==> src/rtl/apcl_pkg.sv <==
`timescale 1ns / 1ps

package apcl_pkg;

   // window length and state widths
   localparam int SAMPLES_PER_UPDATE = 16;
   localparam int SampleWidth        = 12;
   localparam int SumWidth           = 22;
   localparam int CountWidth         = 10;
   localparam int DiffWidth          = SampleWidth + 1;
   localparam int GainWidth          = 24;
   localparam int AmpsWidth          = 37;
   localparam int ErrWidth           = 38;
   localparam int IntegWidth         = 40;
   localparam int DutyWidth          = 50;
   localparam int AccWidth           = 64;
   localparam int MulBWidth          = 21;
   localparam int ProdWidth          = GainWidth + 1 + MulBWidth;
   localparam int ChunkShift         = 20;
   localparam int FracBits           = 16;

   // duty limits in Q16
   localparam logic signed [DutyWidth-1:0] DutyZero = 50'sd0;
   localparam logic signed [DutyWidth-1:0] DutyHalf = 50'sd32768;
   localparam logic signed [DutyWidth-1:0] DutyOne  = 50'sd65536;
   localparam logic signed [DutyWidth-1:0] DutyMin  = 50'sd655;
   localparam logic signed [DutyWidth-1:0] DutyMax  = 50'sd64881;

   // register reset values
   localparam logic [11:0] SetpointZeroReset = 12'd1965;
   localparam logic [11:0] CurrentZeroReset  = 12'd2565;
   localparam logic [15:0] TimerPeriodReset  = 16'hFFFF;

   // configuration register indexes
   typedef enum logic [3:0] {
      CSR_SETPOINT_ZERO = 4'd0,
      CSR_CURRENT_ZERO  = 4'd1,
      CSR_SETPOINT_GAIN = 4'd2,
      CSR_CURRENT_GAIN  = 4'd3,
      CSR_PROP_GAIN     = 4'd4,
      CSR_INTEGRAL_GAIN = 4'd5,
      CSR_DIRECT_GAIN   = 4'd6,
      CSR_TIMER_PERIOD  = 4'd7
   } csr_index_type;

   typedef struct packed {
      logic [11:0]          setpoint_zero;
      logic [11:0]          current_zero;
      logic [GainWidth-1:0] setpoint_gain;
      logic [GainWidth-1:0] current_gain;
      logic [GainWidth-1:0] prop_gain;
      logic [GainWidth-1:0] integral_gain;
      logic [GainWidth-1:0] direct_gain;
      logic [15:0]          timer_period;
   } cfg_type;

   // one completed window handed from front to back
   typedef struct packed {
      logic signed [DiffWidth-1:0] sp_diff;
      logic signed [DiffWidth-1:0] cur_diff;
      logic                        pi_mode;
      logic                        bridge_disable;
   } job_type;

   typedef enum logic [3:0] {
      ST_IDLE,
      ST_SP,
      ST_CUR,
      ST_P_LO,
      ST_P_HI,
      ST_I_LO,
      ST_I_HI,
      ST_I_END,
      ST_D_LO,
      ST_D_HI,
      ST_D_END,
      ST_DECIDE,
      ST_TIMER,
      ST_OUT
   } back_state_type;

endpackage

==> src/rtl/apcl_if.sv <==
`timescale 1ns / 1ps

// sample channel
interface apcl_req_if;
   logic        valid;
   logic        ready;
   logic [11:0] current_sample;
   logic [11:0] setpoint_sample;
   logic        pi_mode;
   logic        bridge_disable;

   modport source (output valid, current_sample, setpoint_sample, pi_mode, bridge_disable,
                   input ready);
   modport sink (input valid, current_sample, setpoint_sample, pi_mode, bridge_disable,
                 output ready);
endinterface

// result channel
interface apcl_rsp_if;
   logic        valid;
   logic        ready;
   logic [15:0] compare_value;
   logic [11:0] dac_code;
   logic [15:0] duty_q16;
   logic        bridge_enable;

   modport source (output valid, compare_value, dac_code, duty_q16, bridge_enable,
                   input ready);
   modport sink (input valid, compare_value, dac_code, duty_q16, bridge_enable,
                 output ready);
endinterface

// register write channel
interface apcl_csr_if;
   logic        valid;
   logic        ready;
   logic [3:0]  index;
   logic [23:0] data;

   modport source (output valid, index, data, input ready);
   modport sink (input valid, index, data, output ready);
endinterface

==> src/rtl/apcl_csr.sv <==
`timescale 1ns / 1ps

module apcl_csr (
   input  logic                clock,
   input  logic                reset,
   apcl_csr_if.sink            csr_bus,
   output apcl_pkg::cfg_type   cfg
);

   apcl_pkg::cfg_type cfg_ff;
   apcl_pkg::cfg_type cfg_in;

   assign csr_bus.ready = 1'b1;
   assign cfg           = cfg_ff;

   // register decode, unknown indexes dropped
   always_comb begin
      cfg_in = cfg_ff;
      if (csr_bus.valid) begin
         case (csr_bus.index)
            apcl_pkg::CSR_SETPOINT_ZERO: cfg_in.setpoint_zero = csr_bus.data[11:0];
            apcl_pkg::CSR_CURRENT_ZERO:  cfg_in.current_zero  = csr_bus.data[11:0];
            apcl_pkg::CSR_SETPOINT_GAIN: cfg_in.setpoint_gain = csr_bus.data;
            apcl_pkg::CSR_CURRENT_GAIN:  cfg_in.current_gain  = csr_bus.data;
            apcl_pkg::CSR_PROP_GAIN:     cfg_in.prop_gain     = csr_bus.data;
            apcl_pkg::CSR_INTEGRAL_GAIN: cfg_in.integral_gain = csr_bus.data;
            apcl_pkg::CSR_DIRECT_GAIN:   cfg_in.direct_gain   = csr_bus.data;
            apcl_pkg::CSR_TIMER_PERIOD:  cfg_in.timer_period  = csr_bus.data[15:0];
            default: ;
         endcase
      end
   end

   always_ff @(posedge clock) begin
      if (reset) begin
         cfg_ff.setpoint_zero <= apcl_pkg::SetpointZeroReset;
         cfg_ff.current_zero  <= apcl_pkg::CurrentZeroReset;
         cfg_ff.setpoint_gain <= '0;
         cfg_ff.current_gain  <= '0;
         cfg_ff.prop_gain     <= '0;
         cfg_ff.integral_gain <= '0;
         cfg_ff.direct_gain   <= '0;
         cfg_ff.timer_period  <= apcl_pkg::TimerPeriodReset;
      end else begin
         cfg_ff <= cfg_in;
      end
   end

endmodule

==> src/rtl/apcl_front.sv <==
`timescale 1ns / 1ps

module apcl_front (
   input  logic                clock,
   input  logic                reset,
   apcl_req_if.sink            req_bus,
   input  apcl_pkg::cfg_type   cfg,
   input  logic                job_full,
   output logic                job_push,
   output apcl_pkg::job_type   job_data
);

   localparam logic [apcl_pkg::CountWidth-1:0] LastCount =
      apcl_pkg::CountWidth'(apcl_pkg::SAMPLES_PER_UPDATE - 1);

   logic [apcl_pkg::SumWidth-1:0]   cur_sum_ff, cur_sum_in;
   logic [apcl_pkg::SumWidth-1:0]   sp_sum_ff, sp_sum_in;
   logic [apcl_pkg::CountWidth-1:0] count_ff, count_in;
   logic [apcl_pkg::SumWidth-1:0]   cur_total, sp_total;
   logic [11:0]                     cur_mean, sp_mean;
   logic                            window_end;
   logic                            accept;

   assign window_end    = (count_ff == LastCount);
   // stall only when a finished window has nowhere to go
   assign req_bus.ready = !(window_end && job_full);
   assign accept        = req_bus.valid && req_bus.ready;

   assign cur_total = cur_sum_ff + apcl_pkg::SumWidth'(req_bus.current_sample);
   assign sp_total  = sp_sum_ff + apcl_pkg::SumWidth'(req_bus.setpoint_sample);
   assign cur_mean  = 12'(cur_total / apcl_pkg::SAMPLES_PER_UPDATE);
   assign sp_mean   = 12'(sp_total / apcl_pkg::SAMPLES_PER_UPDATE);

   // offset-corrected means of the window
   assign job_push                = accept && window_end;
   assign job_data.sp_diff        = $signed({1'b0, sp_mean}) - $signed({1'b0, cfg.setpoint_zero});
   assign job_data.cur_diff       = $signed({1'b0, cur_mean}) - $signed({1'b0, cfg.current_zero});
   assign job_data.pi_mode        = req_bus.pi_mode;
   assign job_data.bridge_disable = req_bus.bridge_disable;

   // window accumulation
   always_comb begin
      cur_sum_in = cur_sum_ff;
      sp_sum_in  = sp_sum_ff;
      count_in   = count_ff;
      if (accept) begin
         if (window_end) begin
            cur_sum_in = '0;
            sp_sum_in  = '0;
            count_in   = '0;
         end else begin
            cur_sum_in = cur_total;
            sp_sum_in  = sp_total;
            count_in   = count_ff + 1'b1;
         end
      end
   end

   always_ff @(posedge clock) begin
      if (reset) begin
         cur_sum_ff <= '0;
         sp_sum_ff  <= '0;
         count_ff   <= '0;
      end else begin
         cur_sum_ff <= cur_sum_in;
         sp_sum_ff  <= sp_sum_in;
         count_ff   <= count_in;
      end
   end

endmodule

==> src/rtl/apcl_fifo.sv <==
`timescale 1ns / 1ps

module apcl_fifo (
   input  logic                clock,
   input  logic                reset,
   input  logic                push,
   input  apcl_pkg::job_type   push_data,
   output logic                full,
   input  logic                pop,
   output logic                head_valid,
   output apcl_pkg::job_type   head
);

   apcl_pkg::job_type entry_ff [2];
   logic              wr_ptr_ff, wr_ptr_in;
   logic              rd_ptr_ff, rd_ptr_in;
   logic [1:0]        fill_ff, fill_in;

   assign full       = (fill_ff == 2'd2);
   assign head_valid = (fill_ff != 2'd0);
   assign head       = entry_ff[rd_ptr_ff];

   // two-entry job queue pointers
   always_comb begin
      wr_ptr_in = wr_ptr_ff;
      rd_ptr_in = rd_ptr_ff;
      fill_in   = fill_ff;
      if (push) begin
         wr_ptr_in = ~wr_ptr_ff;
      end
      if (pop) begin
         rd_ptr_in = ~rd_ptr_ff;
      end
      if (push && !pop) begin
         fill_in = fill_ff + 2'd1;
      end else if (pop && !push) begin
         fill_in = fill_ff - 2'd1;
      end
   end

   always_ff @(posedge clock) begin
      if (reset) begin
         wr_ptr_ff <= 1'b0;
         rd_ptr_ff <= 1'b0;
         fill_ff   <= '0;
      end else begin
         wr_ptr_ff <= wr_ptr_in;
         rd_ptr_ff <= rd_ptr_in;
         fill_ff   <= fill_in;
      end
   end

   always_ff @(posedge clock) begin
      if (push) begin
         entry_ff[wr_ptr_ff] <= push_data;
      end
   end

endmodule

==> src/rtl/apcl_back.sv <==
`timescale 1ns / 1ps

module apcl_back (
   input  logic                clock,
   input  logic                reset,
   input  apcl_pkg::cfg_type   cfg,
   input  logic                job_valid,
   input  apcl_pkg::job_type   job,
   output logic                job_pop,
   apcl_rsp_if.source          rsp_bus
);

   localparam logic signed [apcl_pkg::IntegWidth:0] IntegMax =
      (apcl_pkg::IntegWidth + 1)'((64'sd1 <<< (apcl_pkg::IntegWidth - 1)) - 64'sd1);
   localparam logic signed [apcl_pkg::IntegWidth:0] IntegMin =
      (apcl_pkg::IntegWidth + 1)'(-(64'sd1 <<< (apcl_pkg::IntegWidth - 1)));

   apcl_pkg::back_state_type state_ff, state_in;

   logic signed [apcl_pkg::ProdWidth-1:0]  prod_ff, prod_in;
   logic signed [apcl_pkg::AmpsWidth-1:0]  sp_amps_ff, sp_amps_in;
   logic signed [apcl_pkg::ErrWidth-1:0]   err_ff, err_in;
   logic signed [apcl_pkg::AccWidth-1:0]   acc_ff, acc_in;
   logic signed [apcl_pkg::DutyWidth-1:0]  duty_ff, duty_in;
   logic [15:0]                            duty_c_ff, duty_c_in;
   logic signed [apcl_pkg::IntegWidth-1:0] integ_ff, integ_in;

   logic                                   rsp_valid_ff, rsp_valid_in;
   logic [15:0]                            compare_ff, compare_in;
   logic [11:0]                            dac_ff, dac_in;
   logic [15:0]                            duty_out_ff, duty_out_in;
   logic                                   enable_ff, enable_in;

   logic                                   mul_en;
   logic [apcl_pkg::GainWidth-1:0]         mul_a;
   logic signed [apcl_pkg::MulBWidth-1:0]  mul_b;
   logic signed [apcl_pkg::AccWidth-1:0]   full_prod;
   logic signed [apcl_pkg::DutyWidth-1:0]  prod_term;
   logic signed [apcl_pkg::IntegWidth:0]   integ_sum;
   logic [27:0]                            dac_prod;
   logic                                   out_free;

   assign rsp_bus.valid         = rsp_valid_ff;
   assign rsp_bus.compare_value = compare_ff;
   assign rsp_bus.dac_code      = dac_ff;
   assign rsp_bus.duty_q16      = duty_out_ff;
   assign rsp_bus.bridge_enable = enable_ff;

   assign out_free = !rsp_valid_ff || rsp_bus.ready;

   // shared multiplier: unsigned gain or timer period times signed chunk, registered
   assign prod_in = $signed({1'b0, mul_a}) * mul_b;

   // high chunk product joins the low one, then floor to Q16
   assign full_prod = acc_ff + (apcl_pkg::AccWidth'(prod_ff) <<< apcl_pkg::ChunkShift);
   assign prod_term = apcl_pkg::DutyWidth'($signed(full_prod[apcl_pkg::AccWidth-1:
                                                             apcl_pkg::FracBits]));

   assign integ_sum = apcl_pkg::IntegWidth'(0) + (apcl_pkg::IntegWidth + 1)'(integ_ff)
                      + (apcl_pkg::IntegWidth + 1)'(err_ff);

   // duty times 4095 as shift and subtract
   assign dac_prod = {duty_c_ff, 12'b0} - {12'b0, duty_c_ff};

   // control law sequencer
   always_comb begin
      state_in     = state_ff;
      sp_amps_in   = sp_amps_ff;
      err_in       = err_ff;
      acc_in       = acc_ff;
      duty_in      = duty_ff;
      duty_c_in    = duty_c_ff;
      integ_in     = integ_ff;
      rsp_valid_in = rsp_valid_ff && !rsp_bus.ready;
      compare_in   = compare_ff;
      dac_in       = dac_ff;
      duty_out_in  = duty_out_ff;
      enable_in    = enable_ff;
      mul_en       = 1'b0;
      mul_a        = '0;
      mul_b        = '0;
      job_pop      = 1'b0;

      case (state_ff)
         apcl_pkg::ST_IDLE: begin
            if (job_valid) begin
               mul_en   = 1'b1;
               mul_a    = cfg.setpoint_gain;
               mul_b    = apcl_pkg::MulBWidth'(job.sp_diff);
               state_in = apcl_pkg::ST_SP;
            end
         end
         apcl_pkg::ST_SP: begin
            sp_amps_in = prod_ff[apcl_pkg::AmpsWidth-1:0];
            mul_en     = 1'b1;
            mul_a      = cfg.current_gain;
            mul_b      = apcl_pkg::MulBWidth'(job.cur_diff);
            state_in   = apcl_pkg::ST_CUR;
         end
         apcl_pkg::ST_CUR: begin
            err_in = apcl_pkg::ErrWidth'(sp_amps_ff)
                     - apcl_pkg::ErrWidth'($signed(prod_ff[apcl_pkg::AmpsWidth-1:0]));
            state_in = job.pi_mode ? apcl_pkg::ST_P_LO : apcl_pkg::ST_D_LO;
         end
         // proportional term, two chunks
         apcl_pkg::ST_P_LO: begin
            mul_en   = 1'b1;
            mul_a    = cfg.prop_gain;
            mul_b    = $signed({1'b0, err_ff[apcl_pkg::ChunkShift-1:0]});
            state_in = apcl_pkg::ST_P_HI;
         end
         apcl_pkg::ST_P_HI: begin
            acc_in   = apcl_pkg::AccWidth'(prod_ff);
            mul_en   = 1'b1;
            mul_a    = cfg.prop_gain;
            mul_b    = apcl_pkg::MulBWidth'($signed(
                          err_ff[apcl_pkg::ErrWidth-1:apcl_pkg::ChunkShift]));
            state_in = apcl_pkg::ST_I_LO;
         end
         // integral term with the integrator before this update
         apcl_pkg::ST_I_LO: begin
            duty_in  = apcl_pkg::DutyHalf + prod_term;
            mul_en   = 1'b1;
            mul_a    = cfg.integral_gain;
            mul_b    = $signed({1'b0, integ_ff[apcl_pkg::ChunkShift-1:0]});
            state_in = apcl_pkg::ST_I_HI;
         end
         apcl_pkg::ST_I_HI: begin
            acc_in   = apcl_pkg::AccWidth'(prod_ff);
            mul_en   = 1'b1;
            mul_a    = cfg.integral_gain;
            mul_b    = apcl_pkg::MulBWidth'($signed(
                          integ_ff[apcl_pkg::IntegWidth-1:apcl_pkg::ChunkShift]));
            state_in = apcl_pkg::ST_I_END;
         end
         apcl_pkg::ST_I_END: begin
            duty_in  = duty_ff + prod_term;
            state_in = apcl_pkg::ST_DECIDE;
         end
         // direct drive term
         apcl_pkg::ST_D_LO: begin
            mul_en   = 1'b1;
            mul_a    = cfg.direct_gain;
            mul_b    = $signed({1'b0, sp_amps_ff[apcl_pkg::ChunkShift-1:0]});
            state_in = apcl_pkg::ST_D_HI;
         end
         apcl_pkg::ST_D_HI: begin
            acc_in   = apcl_pkg::AccWidth'(prod_ff);
            mul_en   = 1'b1;
            mul_a    = cfg.direct_gain;
            mul_b    = apcl_pkg::MulBWidth'($signed(
                          sp_amps_ff[apcl_pkg::AmpsWidth-1:apcl_pkg::ChunkShift]));
            state_in = apcl_pkg::ST_D_END;
         end
         apcl_pkg::ST_D_END: begin
            duty_in  = prod_term;
            state_in = apcl_pkg::ST_DECIDE;
         end
         // conditional integration and clamp
         apcl_pkg::ST_DECIDE: begin
            if (duty_ff > apcl_pkg::DutyZero && duty_ff < apcl_pkg::DutyOne) begin
               if (integ_sum > IntegMax) begin
                  integ_in = apcl_pkg::IntegWidth'(IntegMax);
               end else if (integ_sum < IntegMin) begin
                  integ_in = apcl_pkg::IntegWidth'(IntegMin);
               end else begin
                  integ_in = apcl_pkg::IntegWidth'(integ_sum);
               end
            end
            if (duty_ff > apcl_pkg::DutyMax) begin
               duty_c_in = 16'(apcl_pkg::DutyMax);
            end else if (duty_ff < apcl_pkg::DutyMin) begin
               duty_c_in = 16'(apcl_pkg::DutyMin);
            end else begin
               duty_c_in = duty_ff[15:0];
            end
            state_in = apcl_pkg::ST_TIMER;
         end
         apcl_pkg::ST_TIMER: begin
            mul_en   = 1'b1;
            mul_a    = apcl_pkg::GainWidth'(cfg.timer_period);
            mul_b    = $signed({5'b0, duty_c_ff});
            state_in = apcl_pkg::ST_OUT;
         end
         // hand the result to the output register
         apcl_pkg::ST_OUT: begin
            if (out_free) begin
               rsp_valid_in = 1'b1;
               compare_in   = prod_ff[31:16];
               dac_in       = dac_prod[27:16];
               duty_out_in  = duty_c_ff;
               enable_in    = !job.bridge_disable;
               job_pop      = 1'b1;
               state_in     = apcl_pkg::ST_IDLE;
            end
         end
         default: begin
            state_in = apcl_pkg::ST_IDLE;
         end
      endcase
   end

   always_ff @(posedge clock) begin
      if (reset) begin
         state_ff     <= apcl_pkg::ST_IDLE;
         integ_ff     <= '0;
         rsp_valid_ff <= 1'b0;
      end else begin
         state_ff     <= state_in;
         integ_ff     <= integ_in;
         rsp_valid_ff <= rsp_valid_in;
      end
   end

   always_ff @(posedge clock) begin
      if (mul_en) begin
         prod_ff <= prod_in;
      end
      sp_amps_ff  <= sp_amps_in;
      err_ff      <= err_in;
      acc_ff      <= acc_in;
      duty_ff     <= duty_in;
      duty_c_ff   <= duty_c_in;
      compare_ff  <= compare_in;
      dac_ff      <= dac_in;
      duty_out_ff <= duty_out_in;
      enable_ff   <= enable_in;
   end

endmodule

==> src/rtl/averaged_pi_current_loop_pwm_core.sv <==
`timescale 1ns / 1ps
// Samples are taken one per cycle, unless a window-closing sample meets a full job queue.
// The result of a window reaches the output register once the back end has handled it.
// The back end runs one window at a time through a single 25x21 multiplier, with more
// states in PI mode than in direct mode, and waits while the output stalls; a two-entry
// job queue lets the front keep taking samples. Synchronous active-high reset clears
// sums, count, integrator, queue and output valid, and loads cfg with its reset values.

module averaged_pi_current_loop_pwm_core (
   input  logic        clock,
   input  logic        reset,
   apcl_req_if.sink    req_bus,
   apcl_rsp_if.source  rsp_bus,
   apcl_csr_if.sink    csr_bus
);

   apcl_pkg::cfg_type cfg;
   apcl_pkg::job_type push_data;
   apcl_pkg::job_type head;
   logic              push;
   logic              full;
   logic              pop;
   logic              head_valid;

   // configuration registers
   apcl_csr u_csr (
      .clock   (clock),
      .reset   (reset),
      .csr_bus (csr_bus),
      .cfg     (cfg)
   );

   // sample accumulation and window means
   apcl_front u_front (
      .clock    (clock),
      .reset    (reset),
      .req_bus  (req_bus),
      .cfg      (cfg),
      .job_full (full),
      .job_push (push),
      .job_data (push_data)
   );

   // queue of finished windows
   apcl_fifo u_fifo (
      .clock      (clock),
      .reset      (reset),
      .push       (push),
      .push_data  (push_data),
      .full       (full),
      .pop        (pop),
      .head_valid (head_valid),
      .head       (head)
   );

   // control law and output stage
   apcl_back u_back (
      .clock     (clock),
      .reset     (reset),
      .cfg       (cfg),
      .job_valid (head_valid),
      .job       (head),
      .job_pop   (pop),
      .rsp_bus   (rsp_bus)
   );

endmodule
==> src/flat_wrapper.sv <==
// flat-port wrapper written by rule: the top's interface ports become plain ports
module averaged_pi_current_loop_pwm_core_flat 
  (clock, reset, req_bus_valid, req_bus_current_sample, req_bus_setpoint_sample, req_bus_pi_mode, req_bus_bridge_disable, req_bus_ready, rsp_bus_valid, rsp_bus_compare_value, rsp_bus_dac_code, rsp_bus_duty_q16, rsp_bus_bridge_enable, rsp_bus_ready, csr_bus_valid, csr_bus_index, csr_bus_data, csr_bus_ready);
  apcl_req_if req_bus_i ();
  apcl_rsp_if rsp_bus_i ();
  apcl_csr_if csr_bus_i ();
  input  logic clock;
  input  logic reset;
  input wire logic [$bits(req_bus_i.valid)-1:0] req_bus_valid;
  input wire logic [$bits(req_bus_i.current_sample)-1:0] req_bus_current_sample;
  input wire logic [$bits(req_bus_i.setpoint_sample)-1:0] req_bus_setpoint_sample;
  input wire logic [$bits(req_bus_i.pi_mode)-1:0] req_bus_pi_mode;
  input wire logic [$bits(req_bus_i.bridge_disable)-1:0] req_bus_bridge_disable;
  output wire logic [$bits(req_bus_i.ready)-1:0] req_bus_ready;
  output wire logic [$bits(rsp_bus_i.valid)-1:0] rsp_bus_valid;
  output wire logic [$bits(rsp_bus_i.compare_value)-1:0] rsp_bus_compare_value;
  output wire logic [$bits(rsp_bus_i.dac_code)-1:0] rsp_bus_dac_code;
  output wire logic [$bits(rsp_bus_i.duty_q16)-1:0] rsp_bus_duty_q16;
  output wire logic [$bits(rsp_bus_i.bridge_enable)-1:0] rsp_bus_bridge_enable;
  input wire logic [$bits(rsp_bus_i.ready)-1:0] rsp_bus_ready;
  input wire logic [$bits(csr_bus_i.valid)-1:0] csr_bus_valid;
  input wire logic [$bits(csr_bus_i.index)-1:0] csr_bus_index;
  input wire logic [$bits(csr_bus_i.data)-1:0] csr_bus_data;
  output wire logic [$bits(csr_bus_i.ready)-1:0] csr_bus_ready;
  assign req_bus_i.valid = req_bus_valid;
  assign req_bus_i.current_sample = req_bus_current_sample;
  assign req_bus_i.setpoint_sample = req_bus_setpoint_sample;
  assign req_bus_i.pi_mode = req_bus_pi_mode;
  assign req_bus_i.bridge_disable = req_bus_bridge_disable;
  assign req_bus_ready = req_bus_i.ready;
  assign rsp_bus_valid = rsp_bus_i.valid;
  assign rsp_bus_compare_value = rsp_bus_i.compare_value;
  assign rsp_bus_dac_code = rsp_bus_i.dac_code;
  assign rsp_bus_duty_q16 = rsp_bus_i.duty_q16;
  assign rsp_bus_bridge_enable = rsp_bus_i.bridge_enable;
  assign rsp_bus_i.ready = rsp_bus_ready;
  assign csr_bus_i.valid = csr_bus_valid;
  assign csr_bus_i.index = csr_bus_index;
  assign csr_bus_i.data = csr_bus_data;
  assign csr_bus_ready = csr_bus_i.ready;
  averaged_pi_current_loop_pwm_core u_core (.clock(clock), .reset(reset), .req_bus(req_bus_i), .rsp_bus(rsp_bus_i), .csr_bus(csr_bus_i));
endmodule
==> config.mk <==
export PLATFORM = sky130hd
export DESIGN_NAME = averaged_pi_current_loop_pwm_core_flat
export DESIGN_NICKNAME = d
export VERILOG_FILES = /design/src/rtl/apcl_pkg.sv /design/src/rtl/apcl_if.sv /design/src/rtl/apcl_csr.sv /design/src/rtl/apcl_front.sv /design/src/rtl/apcl_fifo.sv /design/src/rtl/apcl_back.sv /design/src/rtl/averaged_pi_current_loop_pwm_core.sv /design/src/flat_wrapper.sv
export SDC_FILE = /design/constraint.sdc
export NUM_CORES = 2
export LEC_CHECK = 0
export BUFFER_PORTS_ARGS = -buffer_cell sky130_fd_sc_hd__buf_2
export CAP_MARGIN = 10
export CORE_MARGIN = 1.5
export CORE_UTILIZATION = 60
export DETAILED_ROUTE_END_ITERATION = 10
export PLACE_DENSITY = 0.77
export SETUP_SLACK_MARGIN = 0.5
export SYNTH_ARGS = -nofsm -noshare
export SYNTH_HDL_FRONTEND = slang
export SYNTH_SLANG_ARGS = --single-unit
==> constraint.sdc <==
create_clock -name clock -period 13.3 [get_ports clock]
set_input_delay 1.995 -clock clock [delete_from_list [all_inputs] [get_ports clock]]
set_output_delay 1.995 -clock clock [all_outputs]
set_load 0.005 [all_outputs]
==> results.cfg <==
[run_status]
status = completed

[setup_path]
critical_path_class = flop to flop
critPathArrivalTime_ns = 11.65
r2r_cells = 29
endpoint_kind = flop
critPathSlowestCell = a2111oi_0
crit_path_max_incr_delay_ns = 0.99
crit_fanout = 18
critPathMostFrequentCell = fa_1
required_ns = 13.68
cp-start-kind = flop

[floorplanning]
dieArea_um2 = 86000
die_x_um = 293
placementRows = 106
die_h_um = 293
start_util = 0.605
io_pins = 107
core_um2 = 83600

[synthesis]
syn-num-nets = 6525
synth_top_family_by_area = adder cells
muxShareOfSynthArea = 0.00941
synth_xor_area_frac = 0.0447
syn_area_um2 = 50600
syn_area_per_cell_um2 = 8.97
synth_warnings = 0
yosysUniqueCellTypes = 98
async_reset_ff_frac = 0
ys_ff_latch = 570
yosys.area_share.adder = 0.276
synth_cells = 5637
synthFlopType = edfxtp_1
synth-simple-area-share = 0.155
ys_seq_area_frac = 0.289
synth_compound_area_frac = 0.153
synth-edff-count = 318

[routing]
drtIter0Drc = 4122
vias = 41300
vias_per_cell = 6.12
firstDrtPassIters = 9
wl_per_cell_um = 21.2
wl_um = 143000
post-route-drc-count = 0
ant_nets = 0

[grt]
grt_pass1_vias = 40800
grt.total_usage = 0.336
grt-ovfl-total = 0
grt_max_degree = 109
grt_pass1_wl_um = 225000
antenna_found_initial = 4

[clocking]
cts-root-buf = clkbuf_16
ctsLongestPathBuffers = 3
h-tree-depth = 3
clkTransAtPathRegs_ns = 0.06
clkSinkCount = 570
cts_buffers = 66
cts_tree = done
cts_hold_buf = 0
cts_setup_buffers = 0
cts_resized = 0
insertion_delay_ns = 0.64

[finish]
area_delta_synth_final_pct = 7.33
num-nets-final = 6502
mostFrequentLayoutCells = nand2_1 (855), inv_1 (702), fa_1 (424)
layout_commonest_cell = nand2_1
final_area_um2 = 54300
drive_gt1_frac = 0.0623

[job]
cap_viol_max_count = 0

[timing]
tightest_slew_ns = 1.28
fin_skew_ns = 0.0440
maxSlewViolCount = 0
clock.fmax_mhz = 88.7
slew_headroom = 0.146
timing.final.setup_violations = 0
fin_crit_ns = 11.28
tns_ns = 0
rsz0062_at_grt = false
timing.final.crit_share = 0.848
final-hold-violation-count = 0

[pwr]
peakVddDrop_mv = 0.101
leakagePower_nw = 24.1
p_per_area_nw_per_um2 = 137

[placement]
portBuffers = 105
dp_hpwl_um = 109000
post_dp_cell_area_um2 = 52100
gp_congestion = 1.00

[min_path]
hold_class = flop to flop
hold-path-cell-count = 0
-- final timing paths --
| path | from | end | slack [ns] |
|---|---|---|---|
| worst max-delay path | u_core.u_back.state_ff[3]$_SDFFE_PP0P_ | u_core.u_back.prod_ff[44]$_DFFE_PP_ | 2.02 |
| worst min-delay path | u_core.u_back.prod_ff[44]$_DFFE_PP_ | u_core.u_back.acc_ff[44]$_DFFE_PP_ | 0.43 |
| worst max register to register | u_core.u_back.state_ff[3]$_SDFFE_PP0P_ | u_core.u_back.prod_ff[44]$_DFFE_PP_ | 2.02 |
| worst min register to register | u_core.u_back.prod_ff[44]$_DFFE_PP_ | u_core.u_back.acc_ff[44]$_DFFE_PP_ | 0.43 |
-- cell families after synthesis --
| kind of cell | count (synthesis) |
|---|---|
| AOI/OAI and AO/OA | 1175 |
| xor gates and xnor gates | 257 |
| adders and majority gates | 868 |
| buffers and inverters | 975 |
| DFF | 570 |
| muxes | 47 |
| other | 1 |
| and+or+nand+nor | 1744 |
-- final cells by class --
cell class | count | area [um^2]
antenna | 1 | 2.50
clock buffer | 89 | 1800
clock inverter | 32 | 402
fill | 6783 | 29300
inverter | 704 | 2640
multi-input combinational | 4092 | 32400
sequential | 570 | 14600
tap | 1080 | 1350
timing repair buffer | 180 | 1090
-- registers in the layout, summed over array words and instances (netlist names), 30 cells and up, named ones only --
register                  cells
u_core.u_csr.cfg            160
u_core.u_fifo.entry_ff       56
u_core.u_back.duty_ff        50
u_core.u_back.prod_ff        46
u_core.u_back.integ_ff       40
u_core.u_back.err_ff         38
u_core.u_back.sp_amps_ff     37
u_core.u_back.acc_ff         30
-- Yosys cell counts, types with 12 or more instances --
cell | n | share of area
a21o_1 | 135 | 0.020
nor4_1 | 22 | 0.0027
dfxtp_1 | 252 | 0.10
fa_1 | 424 | 0.17
o21ai_0 | 158 | 0.016
or3_1 | 21 | 0.0026
buf_2 | 15 | 0.0015
a222oi_1 | 26 | 0.0051
nand2_1 | 855 | 0.063
ha_1 | 405 | 0.10
o21bai_1 | 49 | 0.0073
a21oi_1 | 387 | 0.038
nor2b_1 | 47 | 0.0058
mux2i_1 | 43 | 0.0085
a221oi_1 | 26 | 0.0045
and4_1 | 27 | 0.0047
a211o_1 | 37 | 0.0064
o31ai_1 | 12 | 0.0018
and2_1 | 48 | 0.0059
xnor2_1 | 153 | 0.027
a22oi_1 | 58 | 0.0086
and3_1 | 32 | 0.0040
nor3_1 | 54 | 0.0053
maj3_1 | 39 | 0.0077
a211oi_1 | 68 | 0.010
a31oi_1 | 33 | 0.0041
inv_1 | 703 | 0.052
or2_2 | 15 | 0.0019
xor2_1 | 103 | 0.018
edfxtp_1 | 318 | 0.19
o21a_1 | 37 | 0.0055
nand2b_1 | 48 | 0.0059
nand3_1 | 63 | 0.0062
o211ai_1 | 24 | 0.0036
clkbuf_1 | 234 | 0.017
a22o_1 | 15 | 0.0026
nand4_1 | 58 | 0.0072
nor2_1 | 404 | 0.030
-- critical path, delay by kind of cell, from the launching register on --
| family | cells | cell delay, ns |
|---|---|---|
| AOI/OAI and AO/OA | 10 | 2.71 |
| and+or+nand+nor | 9 | 2.79 |
| buffers and inverters | 1 | 0.71 |
| adders and majority gates | 8 | 3.95 |
| DFF | 1 | 0.73 |
| xor gates and xnor gates | 1 | 0.12 |
-- per-stage QoR --
stage	std cells	setup slack (ns)	total power, mW	hold WS, ns	utilization
after floorplan	5637	3.29	4.62	0.400	-
after global placement	6626	2.57	5.43	0.404	0.623
after detailed placement	6626	2.19	5.49	0.417	0.623
after CTS	6747	2.15	7.36	0.432	0.649
after global routing	6748	1.25	7.81	0.443	0.649
final	6748	2.02	7.42	0.430	0.649
-- layer usage --
metal / routed length (um) / global-route usage
met4: 6700 / 0.138
met2: 64400 / 0.539
met3: 13600 / 0.0642
met5: 31 / 0
met1: 58600 / 0.447
-- where the power goes --
part           switching (mW)  total, mW  internal (mW)  leakage, nW
Sequential              0.186       2.31           2.13         4.93
Combinational            2.06       3.25           1.19         18.1
Clock                   0.787       1.86           1.07         1.06
Total                    3.03       7.42           4.39         24.1
No activity file was read; power rests on OpenSTA's default activity.
